==> src/sv/upq_pkg.sv <==
// Shared constants, types and helper functions for the urgent-first priority queue.
`timescale 1ns / 1ps
package upq_pkg;

	localparam int QUEUE_DEPTH_DEF = 16;
	localparam int TAG_BITS_DEF    = 16;
	localparam int TIME_BITS       = 32;
	localparam int KIND_BITS       = 2;

	localparam logic FUNC_PUSH = 1'b0;
	localparam logic FUNC_POP  = 1'b1;

	localparam logic [KIND_BITS-1:0] KIND_SYSTEM  = 2'd0;
	localparam logic [KIND_BITS-1:0] KIND_MESSAGE = 2'd1;

	localparam logic [1:0] RANK_URGENT  = 2'd3;
	localparam logic [1:0] RANK_MESSAGE = 2'd2;
	localparam logic [1:0] RANK_SYSTEM  = 2'd1;
	localparam logic [1:0] RANK_OTHER   = 2'd0;

	typedef enum logic [1:0] {
		ST_PUSHED = 2'd0,
		ST_POPPED = 2'd1,
		ST_EMPTY  = 2'd2,
		ST_FULL   = 2'd3
	} status_t;

	typedef enum logic [1:0] {
		S_IDLE,
		S_SCAN,
		S_REMOVE,
		S_OUT
	} fsm_state_t;

	typedef struct packed {
		logic load;
		logic shift;
		logic active;
	} cell_ctrl_t;

	function automatic logic is_urgent_sys(input logic [KIND_BITS-1:0] kind, input logic urgent);
		return (kind == KIND_SYSTEM) && urgent;
	endfunction

	function automatic logic [1:0] rank_of(input logic [KIND_BITS-1:0] kind, input logic urgent);
		logic [1:0] r;
		if (is_urgent_sys(kind, urgent)) begin
			r = RANK_URGENT;
		end else if (kind == KIND_MESSAGE) begin
			r = RANK_MESSAGE;
		end else if (kind == KIND_SYSTEM) begin
			r = RANK_SYSTEM;
		end else begin
			r = RANK_OTHER;
		end
		return r;
	endfunction

endpackage

==> src/sv/urgent_first_priority_queue_unit.sv <==
// Top level of the urgent-first priority queue: control, cell chain and result register.
// Push and failed pop: result in the cycle after the input beat, next beat in the cycle after.
// Pop: the best entry ripples through the cell chain in S_SCAN, S_REMOVE removes it and
// closes the gap, then S_OUT holds the result until it is taken.
// One beat at a time; the next input beat is taken once the result beat has left.
// Reset (arst_n low) empties the queue and clears control; slot contents stay unknown.
`timescale 1ns / 1ps
module urgent_first_priority_queue_unit #(
	parameter int QUEUE_DEPTH = upq_pkg::QUEUE_DEPTH_DEF,
	parameter int TAG_BITS    = upq_pkg::TAG_BITS_DEF
) (
	input  logic                                  clk,
	input  logic                                  arst_n,
	input  logic                                  in_valid,
	output logic                                  in_ready,
	input  logic                                  func,
	input  logic [upq_pkg::TIME_BITS-1:0]         entry_time,
	input  logic [upq_pkg::KIND_BITS-1:0]         entry_kind,
	input  logic                                  entry_urgent,
	input  logic [TAG_BITS-1:0]                   entry_tag,
	output logic                                  out_valid,
	input  logic                                  out_ready,
	output logic [1:0]                            status,
	output logic [upq_pkg::TIME_BITS-1:0]         out_time,
	output logic [upq_pkg::KIND_BITS-1:0]         out_kind,
	output logic                                  out_urgent,
	output logic [TAG_BITS-1:0]                   out_tag,
	output logic [$clog2(QUEUE_DEPTH+1)-1:0]      occupancy
);

	localparam int IDX_W = $clog2(QUEUE_DEPTH);
	localparam int CNT_W = $clog2(QUEUE_DEPTH + 1);
	localparam logic [CNT_W-1:0] DEPTH_C  = CNT_W'(QUEUE_DEPTH);
	localparam logic [IDX_W-1:0] SCAN_END = IDX_W'(QUEUE_DEPTH - 1);

	upq_pkg::fsm_state_t state_q, state_d;
	logic [CNT_W-1:0]    fill_q;
	logic [IDX_W-1:0]    cnt_q;

	upq_pkg::status_t              status_q;
	logic [upq_pkg::TIME_BITS-1:0] otime_q;
	logic [upq_pkg::KIND_BITS-1:0] okind_q;
	logic                          ourgent_q;
	logic [TAG_BITS-1:0]           otag_q;
	logic [CNT_W-1:0]              occ_q;

	logic acc;
	logic do_push;
	logic do_remove;

	logic [upq_pkg::TIME_BITS-1:0] c_time   [QUEUE_DEPTH];
	logic [upq_pkg::KIND_BITS-1:0] c_kind   [QUEUE_DEPTH];
	logic                          c_urgent [QUEUE_DEPTH];
	logic [TAG_BITS-1:0]           c_tag    [QUEUE_DEPTH];

	logic                          w_valid  [QUEUE_DEPTH+1];
	logic [upq_pkg::TIME_BITS-1:0] w_time   [QUEUE_DEPTH+1];
	logic [upq_pkg::KIND_BITS-1:0] w_kind   [QUEUE_DEPTH+1];
	logic                          w_urgent [QUEUE_DEPTH+1];
	logic [TAG_BITS-1:0]           w_tag    [QUEUE_DEPTH+1];
	logic [IDX_W-1:0]              w_idx    [QUEUE_DEPTH+1];

	upq_pkg::cell_ctrl_t ctrl [QUEUE_DEPTH];

	assign acc = in_valid && in_ready;

	always_comb begin
		state_d = state_q;
		case (state_q)
			upq_pkg::S_IDLE: begin
				if (acc) begin
					if (func == upq_pkg::FUNC_POP && fill_q != '0) begin
						state_d = upq_pkg::S_SCAN;
					end else begin
						state_d = upq_pkg::S_OUT;
					end
				end
			end
			upq_pkg::S_SCAN: begin
				if (cnt_q == SCAN_END) begin
					state_d = upq_pkg::S_REMOVE;
				end
			end
			upq_pkg::S_REMOVE: begin
				state_d = upq_pkg::S_OUT;
			end
			upq_pkg::S_OUT: begin
				if (out_ready) begin
					state_d = upq_pkg::S_IDLE;
				end
			end
			default: begin
				state_d = upq_pkg::S_IDLE;
			end
		endcase
	end

	always_comb begin
		in_ready  = state_q == upq_pkg::S_IDLE;
		out_valid = state_q == upq_pkg::S_OUT;
		do_push   = acc && func == upq_pkg::FUNC_PUSH && fill_q < DEPTH_C;
		do_remove = state_q == upq_pkg::S_REMOVE;
	end

	always_ff @(posedge clk or negedge arst_n) begin
		if (!arst_n) begin
			state_q <= upq_pkg::S_IDLE;
			fill_q  <= '0;
			cnt_q   <= '0;
		end else begin
			state_q <= state_d;
			if (do_push) begin
				fill_q <= fill_q + CNT_W'(1);
			end else if (do_remove) begin
				fill_q <= fill_q - CNT_W'(1);
			end
			if (state_q == upq_pkg::S_SCAN) begin
				cnt_q <= cnt_q + IDX_W'(1);
			end else begin
				cnt_q <= '0;
			end
		end
	end

	always_ff @(posedge clk) begin
		if (acc) begin
			otime_q   <= '0;
			okind_q   <= '0;
			ourgent_q <= 1'b0;
			otag_q    <= '0;
			if (func == upq_pkg::FUNC_PUSH) begin
				if (fill_q < DEPTH_C) begin
					status_q <= upq_pkg::ST_PUSHED;
					occ_q    <= fill_q + CNT_W'(1);
				end else begin
					status_q <= upq_pkg::ST_FULL;
					occ_q    <= fill_q;
				end
			end else begin
				status_q <= upq_pkg::ST_EMPTY;
				occ_q    <= fill_q;
			end
		end else if (do_remove) begin
			status_q  <= upq_pkg::ST_POPPED;
			otime_q   <= w_time[QUEUE_DEPTH];
			okind_q   <= w_kind[QUEUE_DEPTH];
			ourgent_q <= w_urgent[QUEUE_DEPTH];
			otag_q    <= w_tag[QUEUE_DEPTH];
			occ_q     <= fill_q - CNT_W'(1);
		end
	end

	assign w_valid[0]  = 1'b0;
	assign w_time[0]   = '0;
	assign w_kind[0]   = '0;
	assign w_urgent[0] = 1'b0;
	assign w_tag[0]    = '0;
	assign w_idx[0]    = '0;

	for (genvar k = 0; k < QUEUE_DEPTH; k++) begin : g_cell
		localparam logic [CNT_W-1:0] K_C  = CNT_W'(k);
		localparam logic [CNT_W-1:0] K1_C = CNT_W'(k + 1);

		logic [upq_pkg::TIME_BITS-1:0] n_time;
		logic [upq_pkg::KIND_BITS-1:0] n_kind;
		logic                          n_urgent;
		logic [TAG_BITS-1:0]           n_tag;

		if (k < QUEUE_DEPTH - 1) begin : g_mid
			assign n_time   = c_time[k+1];
			assign n_kind   = c_kind[k+1];
			assign n_urgent = c_urgent[k+1];
			assign n_tag    = c_tag[k+1];
		end else begin : g_last
			assign n_time   = c_time[k];
			assign n_kind   = c_kind[k];
			assign n_urgent = c_urgent[k];
			assign n_tag    = c_tag[k];
		end

		always_comb begin
			ctrl[k].load   = do_push && fill_q == K_C;
			ctrl[k].shift  = do_remove && K_C >= CNT_W'(w_idx[QUEUE_DEPTH]) && K1_C < fill_q;
			ctrl[k].active = K_C < fill_q;
		end

		upq_cell #(
			.QUEUE_DEPTH (QUEUE_DEPTH),
			.TAG_BITS    (TAG_BITS),
			.CELL_IDX    (k)
		) u_cell (
			.clk         (clk),
			.arst_n      (arst_n),
			.ctrl        (ctrl[k]),
			.push_time   (entry_time),
			.push_kind   (entry_kind),
			.push_urgent (entry_urgent),
			.push_tag    (entry_tag),
			.nxt_time    (n_time),
			.nxt_kind    (n_kind),
			.nxt_urgent  (n_urgent),
			.nxt_tag     (n_tag),
			.cur_time    (c_time[k]),
			.cur_kind    (c_kind[k]),
			.cur_urgent  (c_urgent[k]),
			.cur_tag     (c_tag[k]),
			.prv_valid   (w_valid[k]),
			.prv_time    (w_time[k]),
			.prv_kind    (w_kind[k]),
			.prv_urgent  (w_urgent[k]),
			.prv_tag     (w_tag[k]),
			.prv_idx     (w_idx[k]),
			.win_valid   (w_valid[k+1]),
			.win_time    (w_time[k+1]),
			.win_kind    (w_kind[k+1]),
			.win_urgent  (w_urgent[k+1]),
			.win_tag     (w_tag[k+1]),
			.win_idx     (w_idx[k+1])
		);
	end

	assign status     = status_q;
	assign out_time   = otime_q;
	assign out_kind   = okind_q;
	assign out_urgent = ourgent_q;
	assign out_tag    = otag_q;
	assign occupancy  = occ_q;

endmodule

==> src/sv/upq_cell.sv <==
// One queue slot: holds an entry and forwards the best entry seen so far down the chain.
`timescale 1ns / 1ps
module upq_cell #(
	parameter int QUEUE_DEPTH = upq_pkg::QUEUE_DEPTH_DEF,
	parameter int TAG_BITS    = upq_pkg::TAG_BITS_DEF,
	parameter int CELL_IDX    = 0
) (
	input  logic                                  clk,
	input  logic                                  arst_n,
	input  upq_pkg::cell_ctrl_t                   ctrl,
	input  logic [upq_pkg::TIME_BITS-1:0]         push_time,
	input  logic [upq_pkg::KIND_BITS-1:0]         push_kind,
	input  logic                                  push_urgent,
	input  logic [TAG_BITS-1:0]                   push_tag,
	input  logic [upq_pkg::TIME_BITS-1:0]         nxt_time,
	input  logic [upq_pkg::KIND_BITS-1:0]         nxt_kind,
	input  logic                                  nxt_urgent,
	input  logic [TAG_BITS-1:0]                   nxt_tag,
	output logic [upq_pkg::TIME_BITS-1:0]         cur_time,
	output logic [upq_pkg::KIND_BITS-1:0]         cur_kind,
	output logic                                  cur_urgent,
	output logic [TAG_BITS-1:0]                   cur_tag,
	input  logic                                  prv_valid,
	input  logic [upq_pkg::TIME_BITS-1:0]         prv_time,
	input  logic [upq_pkg::KIND_BITS-1:0]         prv_kind,
	input  logic                                  prv_urgent,
	input  logic [TAG_BITS-1:0]                   prv_tag,
	input  logic [$clog2(QUEUE_DEPTH)-1:0]        prv_idx,
	output logic                                  win_valid,
	output logic [upq_pkg::TIME_BITS-1:0]         win_time,
	output logic [upq_pkg::KIND_BITS-1:0]         win_kind,
	output logic                                  win_urgent,
	output logic [TAG_BITS-1:0]                   win_tag,
	output logic [$clog2(QUEUE_DEPTH)-1:0]        win_idx
);

	localparam int IDX_W = $clog2(QUEUE_DEPTH);
	localparam logic [IDX_W-1:0] MY_IDX = IDX_W'(CELL_IDX);

	logic [upq_pkg::TIME_BITS-1:0] time_q;
	logic [upq_pkg::KIND_BITS-1:0] kind_q;
	logic                          urgent_q;
	logic [TAG_BITS-1:0]           tag_q;

	logic                          win_valid_q;
	logic [upq_pkg::TIME_BITS-1:0] win_time_q;
	logic [upq_pkg::KIND_BITS-1:0] win_kind_q;
	logic                          win_urgent_q;
	logic [TAG_BITS-1:0]           win_tag_q;
	logic [IDX_W-1:0]              win_idx_q;

	logic own_us;
	logic prv_us;
	logic beats;
	logic take_own;

	always_ff @(posedge clk) begin
		if (ctrl.load) begin
			time_q   <= push_time;
			kind_q   <= push_kind;
			urgent_q <= push_urgent;
			tag_q    <= push_tag;
		end else if (ctrl.shift) begin
			time_q   <= nxt_time;
			kind_q   <= nxt_kind;
			urgent_q <= nxt_urgent;
			tag_q    <= nxt_tag;
		end
	end

	always_comb begin
		own_us = upq_pkg::is_urgent_sys(kind_q, urgent_q);
		prv_us = upq_pkg::is_urgent_sys(prv_kind, prv_urgent);
		if (own_us != prv_us) begin
			beats = own_us;
		end else if (time_q != prv_time) begin
			beats = time_q < prv_time;
		end else begin
			beats = upq_pkg::rank_of(kind_q, urgent_q) > upq_pkg::rank_of(prv_kind, prv_urgent);
		end
		take_own = ctrl.active && (!prv_valid || beats);
	end

	always_ff @(posedge clk or negedge arst_n) begin
		if (!arst_n) begin
			win_valid_q <= 1'b0;
		end else begin
			win_valid_q <= ctrl.active || prv_valid;
		end
	end

	always_ff @(posedge clk) begin
		if (take_own) begin
			win_time_q   <= time_q;
			win_kind_q   <= kind_q;
			win_urgent_q <= urgent_q;
			win_tag_q    <= tag_q;
			win_idx_q    <= MY_IDX;
		end else begin
			win_time_q   <= prv_time;
			win_kind_q   <= prv_kind;
			win_urgent_q <= prv_urgent;
			win_tag_q    <= prv_tag;
			win_idx_q    <= prv_idx;
		end
	end

	assign cur_time   = time_q;
	assign cur_kind   = kind_q;
	assign cur_urgent = urgent_q;
	assign cur_tag    = tag_q;

	assign win_valid  = win_valid_q;
	assign win_time   = win_time_q;
	assign win_kind   = win_kind_q;
	assign win_urgent = win_urgent_q;
	assign win_tag    = win_tag_q;
	assign win_idx    = win_idx_q;

endmodule

==> config.mk <==
export PLATFORM = sky130hd
export DESIGN_NAME = urgent_first_priority_queue_unit
export DESIGN_NICKNAME = d
export VERILOG_FILES = /design/src/sv/upq_pkg.sv /design/src/sv/urgent_first_priority_queue_unit.sv /design/src/sv/upq_cell.sv
export SDC_FILE = /design/constraint.sdc
export NUM_CORES = 2
export LEC_CHECK = 0
export BUFFER_PORTS_ARGS = -buffer_cell sky130_fd_sc_hd__buf_2
export CAP_MARGIN = 10
export CORE_UTILIZATION = 37
export CTS_BUF_LIST = sky130_fd_sc_hd__clkbuf_4
export CTS_CLUSTER_SIZE = 24
export DETAILED_ROUTE_END_ITERATION = 10
export PLACE_DENSITY_LB_ADDON = 0.3
export SLEW_MARGIN = 20
export SYNTH_ARGS = -nofsm -noshare
export SYNTH_HDL_FRONTEND = slang
export SYNTH_SLANG_ARGS = --single-unit
==> constraint.sdc <==
create_clock -name clk -period 7 [get_ports clk]
set_clock_uncertainty 0.15 [all_clocks]
set_input_delay 0.7 -clock clk [delete_from_list [all_inputs] [get_ports clk]]
set_output_delay 0.7 -clock clk [all_outputs]
set_load 0.02 [all_outputs]
==> summary.txt <==
Critical path
  – Crit-path leading delay family: simple AND/OR/NAND/NOR gates
  – Worst path depth: 10
  – Startpoint types: flop
  – CP most frequent cell: buf_4
  – Bufs and invs on worst path: 3
  – Crit path required time: ~8000 ps
  – Critical path peak fanout: 53
  – Critical Path Max Stage Delay: 770 ps
  – Crit Path Category: reg -> reg
  – Worst endpoint data arrival time: around 5700 ps
  – Crit. End Element: flop
  – FF-to-FF path depth: 10
  – Reg2Reg Setup Slack: between 2000 and 2500 ps
  – Slowest stage cell, crit path: nand3b_1
  – CP cell instances: inv_1 > ha_1 > nand4_1 > nor3_1 > nand3_1 > o31a_2 > buf_4 > nand3b_1 > buf_4 > a31o_2

Final layout
  – Commonest non-fill, non-tap cell in the layout: mux2_2
  – Area delta synth->final: 12.1%
  – Layout cells sized above 1: 30.3%
  – Nets: approximately 8,200
  – Cell area after layout: 0.0946 mm^2
  – Finished Core Util: 41.9%
  – Commonest non-fill, non-tap cells in the layout: mux2_2, dfxtp_1, edfxtp_1, clkbuf_4, inv_1

Die
  – Width of the die: 479 um
  – Die area: between 0.2 and 0.25 mm^2
  – # rows: 174
  – Die Y: 479 um
  – Placeable Area: 0.226 mm^2
  – Starting Density: 37.4%
  – Io pins: 116

Placed design
  – Port Buffers: 115
  – RePlAce Congestion: 0.898
  – Final HPWL DP: roughly 180,000 um
  – DP Area: ~0.09 mm^2

Power
  – VDD IR-drop max: 0.000310 V
  – Static Leak: between 30 and 40 nW
  – Pwr dens: between 400 and 500 mW/mm^2

Logic synthesis
  – Syn_area_per_cell: 11.5 um^2
  – Post-synth top area cell: edfxtp_1
  – Synth async-reset ratio: 1.47%
  – Area share of the largest cell type after synthesis: 29.3%
  – Seq/Total Area, Yosys: between 50% and 60%
  – Register bit total from synthesis: 1,765
  – Syn nets: 7,894
  – Netlist Area Pre-Place: approximately 0.084 mm^2
  – Synth area leaders: edfxtp_1, dfxtp_1, mux2_2, ha_1, nand3_1
  – Synth Warn #: 0
  – Synthesized instance count: 7,316
  – Post-synth EDFFs: approximately 800
  – Cell variety after synth: 82
  – Dominant synthesized flop cell: dfxtp_1

Timing
  – RSZ-0062 raised after global routing: false
  – Max-slew violations: 0
  – Max Freq: 0.215 GHz
  – Setup violations, final: 0
  – Max-Slew Margin vs Limit: between 20% and 30%
  – Tmin final: 4650 ps
  – Fin Setup TNS: 0 ps
  – Tcrit/Tclk final: 66.5%
  – Slew @ Worst Pin: approximately 1200 ps
  – Hold Fails Final Rpt: 0
  – Fin Hold WS: 211 ps

CTS
  – Worst skew pair latency: 1460 ps
  – Hold bufs inserted after CTS: 58
  – CTS resizes: 0
  – Worst-path clk slew: 80 ps
  – Clock Path Buffers: 4
  – CTS tree: built
  – Clock Root Buffer: clkbuf_4
  – Number of CTS-inserted buffers: 461
  – Clock Sinks: 1,765
  – CTS H-tree lvls: 5
  – Post-CTS Setup Bufs: 0

Route
  – Drt initial violations: 4,972
  – Routed WL per cell: 22.8 um
  – Remaining DRCs: 2
  – Vias per cell: 5.50
  – Via count: 60,300
  – Post-DRT Antenna Nets: 0
  – Initial DRT Pass Iterations: 11
  – Drt total wl: around 250,000 um

Status
  – Failing checks: DRC
  – Status: finished with violations

GRT
  – Global-route usage over all layers: about 21%
  – GRT overflow: 0
  – Antenna violations before repair: 14
  – Largest net degree at the start of global routing: 105
  – First-pass GRT wire length: between 300,000 and 400,000 um
  – Number of global-route vias before repair: about 61,000

Flow run
  – Max capacitance violation total: 0

Worst hold path
  – Worst Hold Depth: 1
  – HP Class: reg -> reg
worst register-to-register path, cell delays in order, from the launching register on:
cell and delay [ps]:
dfxtp_1 390, inv_1 60, ha_1 290, nand4_1 150, nor3_1 640, nand3_1 290, o31a_2 360, buf_4 340
nand3b_1 770, buf_4 560, a31o_2 350
cells by family after synthesis:
kind of cell / after synthesis / synth area share [%]
multiplexers: 1204 / 16.0
adder cells (fa/ha/maj): 522 / 7.74
buffers and inverters: 1009 / 4.62
XOR/XNOR: 7 / 0.0727
flip-flops: 1765 / 51.8
AND/OR/NAND/NOR: 1686 / 10.4
AO/OA/AOI/OAI: 1123 / 9.29
cell usage after synthesis (all sizes together), types with 51 or more instances:
library cell	n
and2	77
nand2	234
nor2	263
inv	536
a21oi	197
dfxtp	916
clkbuf	380
ha	522
nand3	506
mux2	1153
mux2i	51
o21ai	98
o211ai	176
nand4	200
edfxtp	823
buf	92
a21o	78
nand2b	232
o22ai	212
a31o	210
per-stage QoR:
| step | setup slack [ps] | power (mW) | cells |
|---|---|---|---|
| after floorplan | 248 | 26.1 | 7316 |
| after global placement | 2390 | 30.3 | 10000 |
| after detailed placement | 2290 | 30.7 | 10000 |
| after CTS | 2250 | 40.0 | 10900 |
| after global routing | 2140 | 42.4 | 11000 |
| final | 2350 | 40.0 | 11000 |
final timing paths:
check / startpoint / endpoint
worst max-delay path: g_cell[10].u_cell.win_time[23] / g_cell[11].u_cell.win_tag[13]
worst min-delay path: g_cell[13].u_cell.win_idx[1] / g_cell[14].u_cell.win_idx[1]
worst max register to register: g_cell[10].u_cell.win_time[23] / g_cell[11].u_cell.win_tag[13]
worst min register to register: g_cell[13].u_cell.win_idx[1] / g_cell[14].u_cell.win_idx[1]
max in group asynchronous: arst_n / fill_q[4]
min in group asynchronous: arst_n / g_cell[13].u_cell.win_valid
layout make-up:
type / instances / area, um^2
Antenna cell: 12 / 30.0
Fill cell: 21200 / 131000
Clock inverter: 112 / 515
Multi-Input combinational cell: 4542 / 37200
Timing Repair Buffer: 272 / 1930
Clock buffer: 724 / 5440
Sequential cell: 1765 / 43700
Tap cell: 2992 / 3740
Inverter: 537 / 2020
state kept, by name (all words and copies together), names as in the netlist, 32 cells and up:
register	cells
g_cell.u_cell.win_idx	49
g_cell.u_cell.cur_time	512
g_cell.u_cell.win_tag	256
g_cell.u_cell.cur_kind	32
out_time	32
g_cell.u_cell.win_kind	32
g_cell.u_cell.win_time	512
g_cell.u_cell.cur_tag	256
routing by layer:
layer / track usage (%) / wire length (um)
met5: 0 / 224
met4: 7.22 / 6840
met3: 4.63 / 17800
met2: 34.4 / 117000
met1: 28.4 / 109000
report_power, final:
part,internal (mW),switching (mW)
sequential,13.9,1.97
clock,4.75,4.41
combinational,6.47,8.45
(Power assumes the default switching activity.)
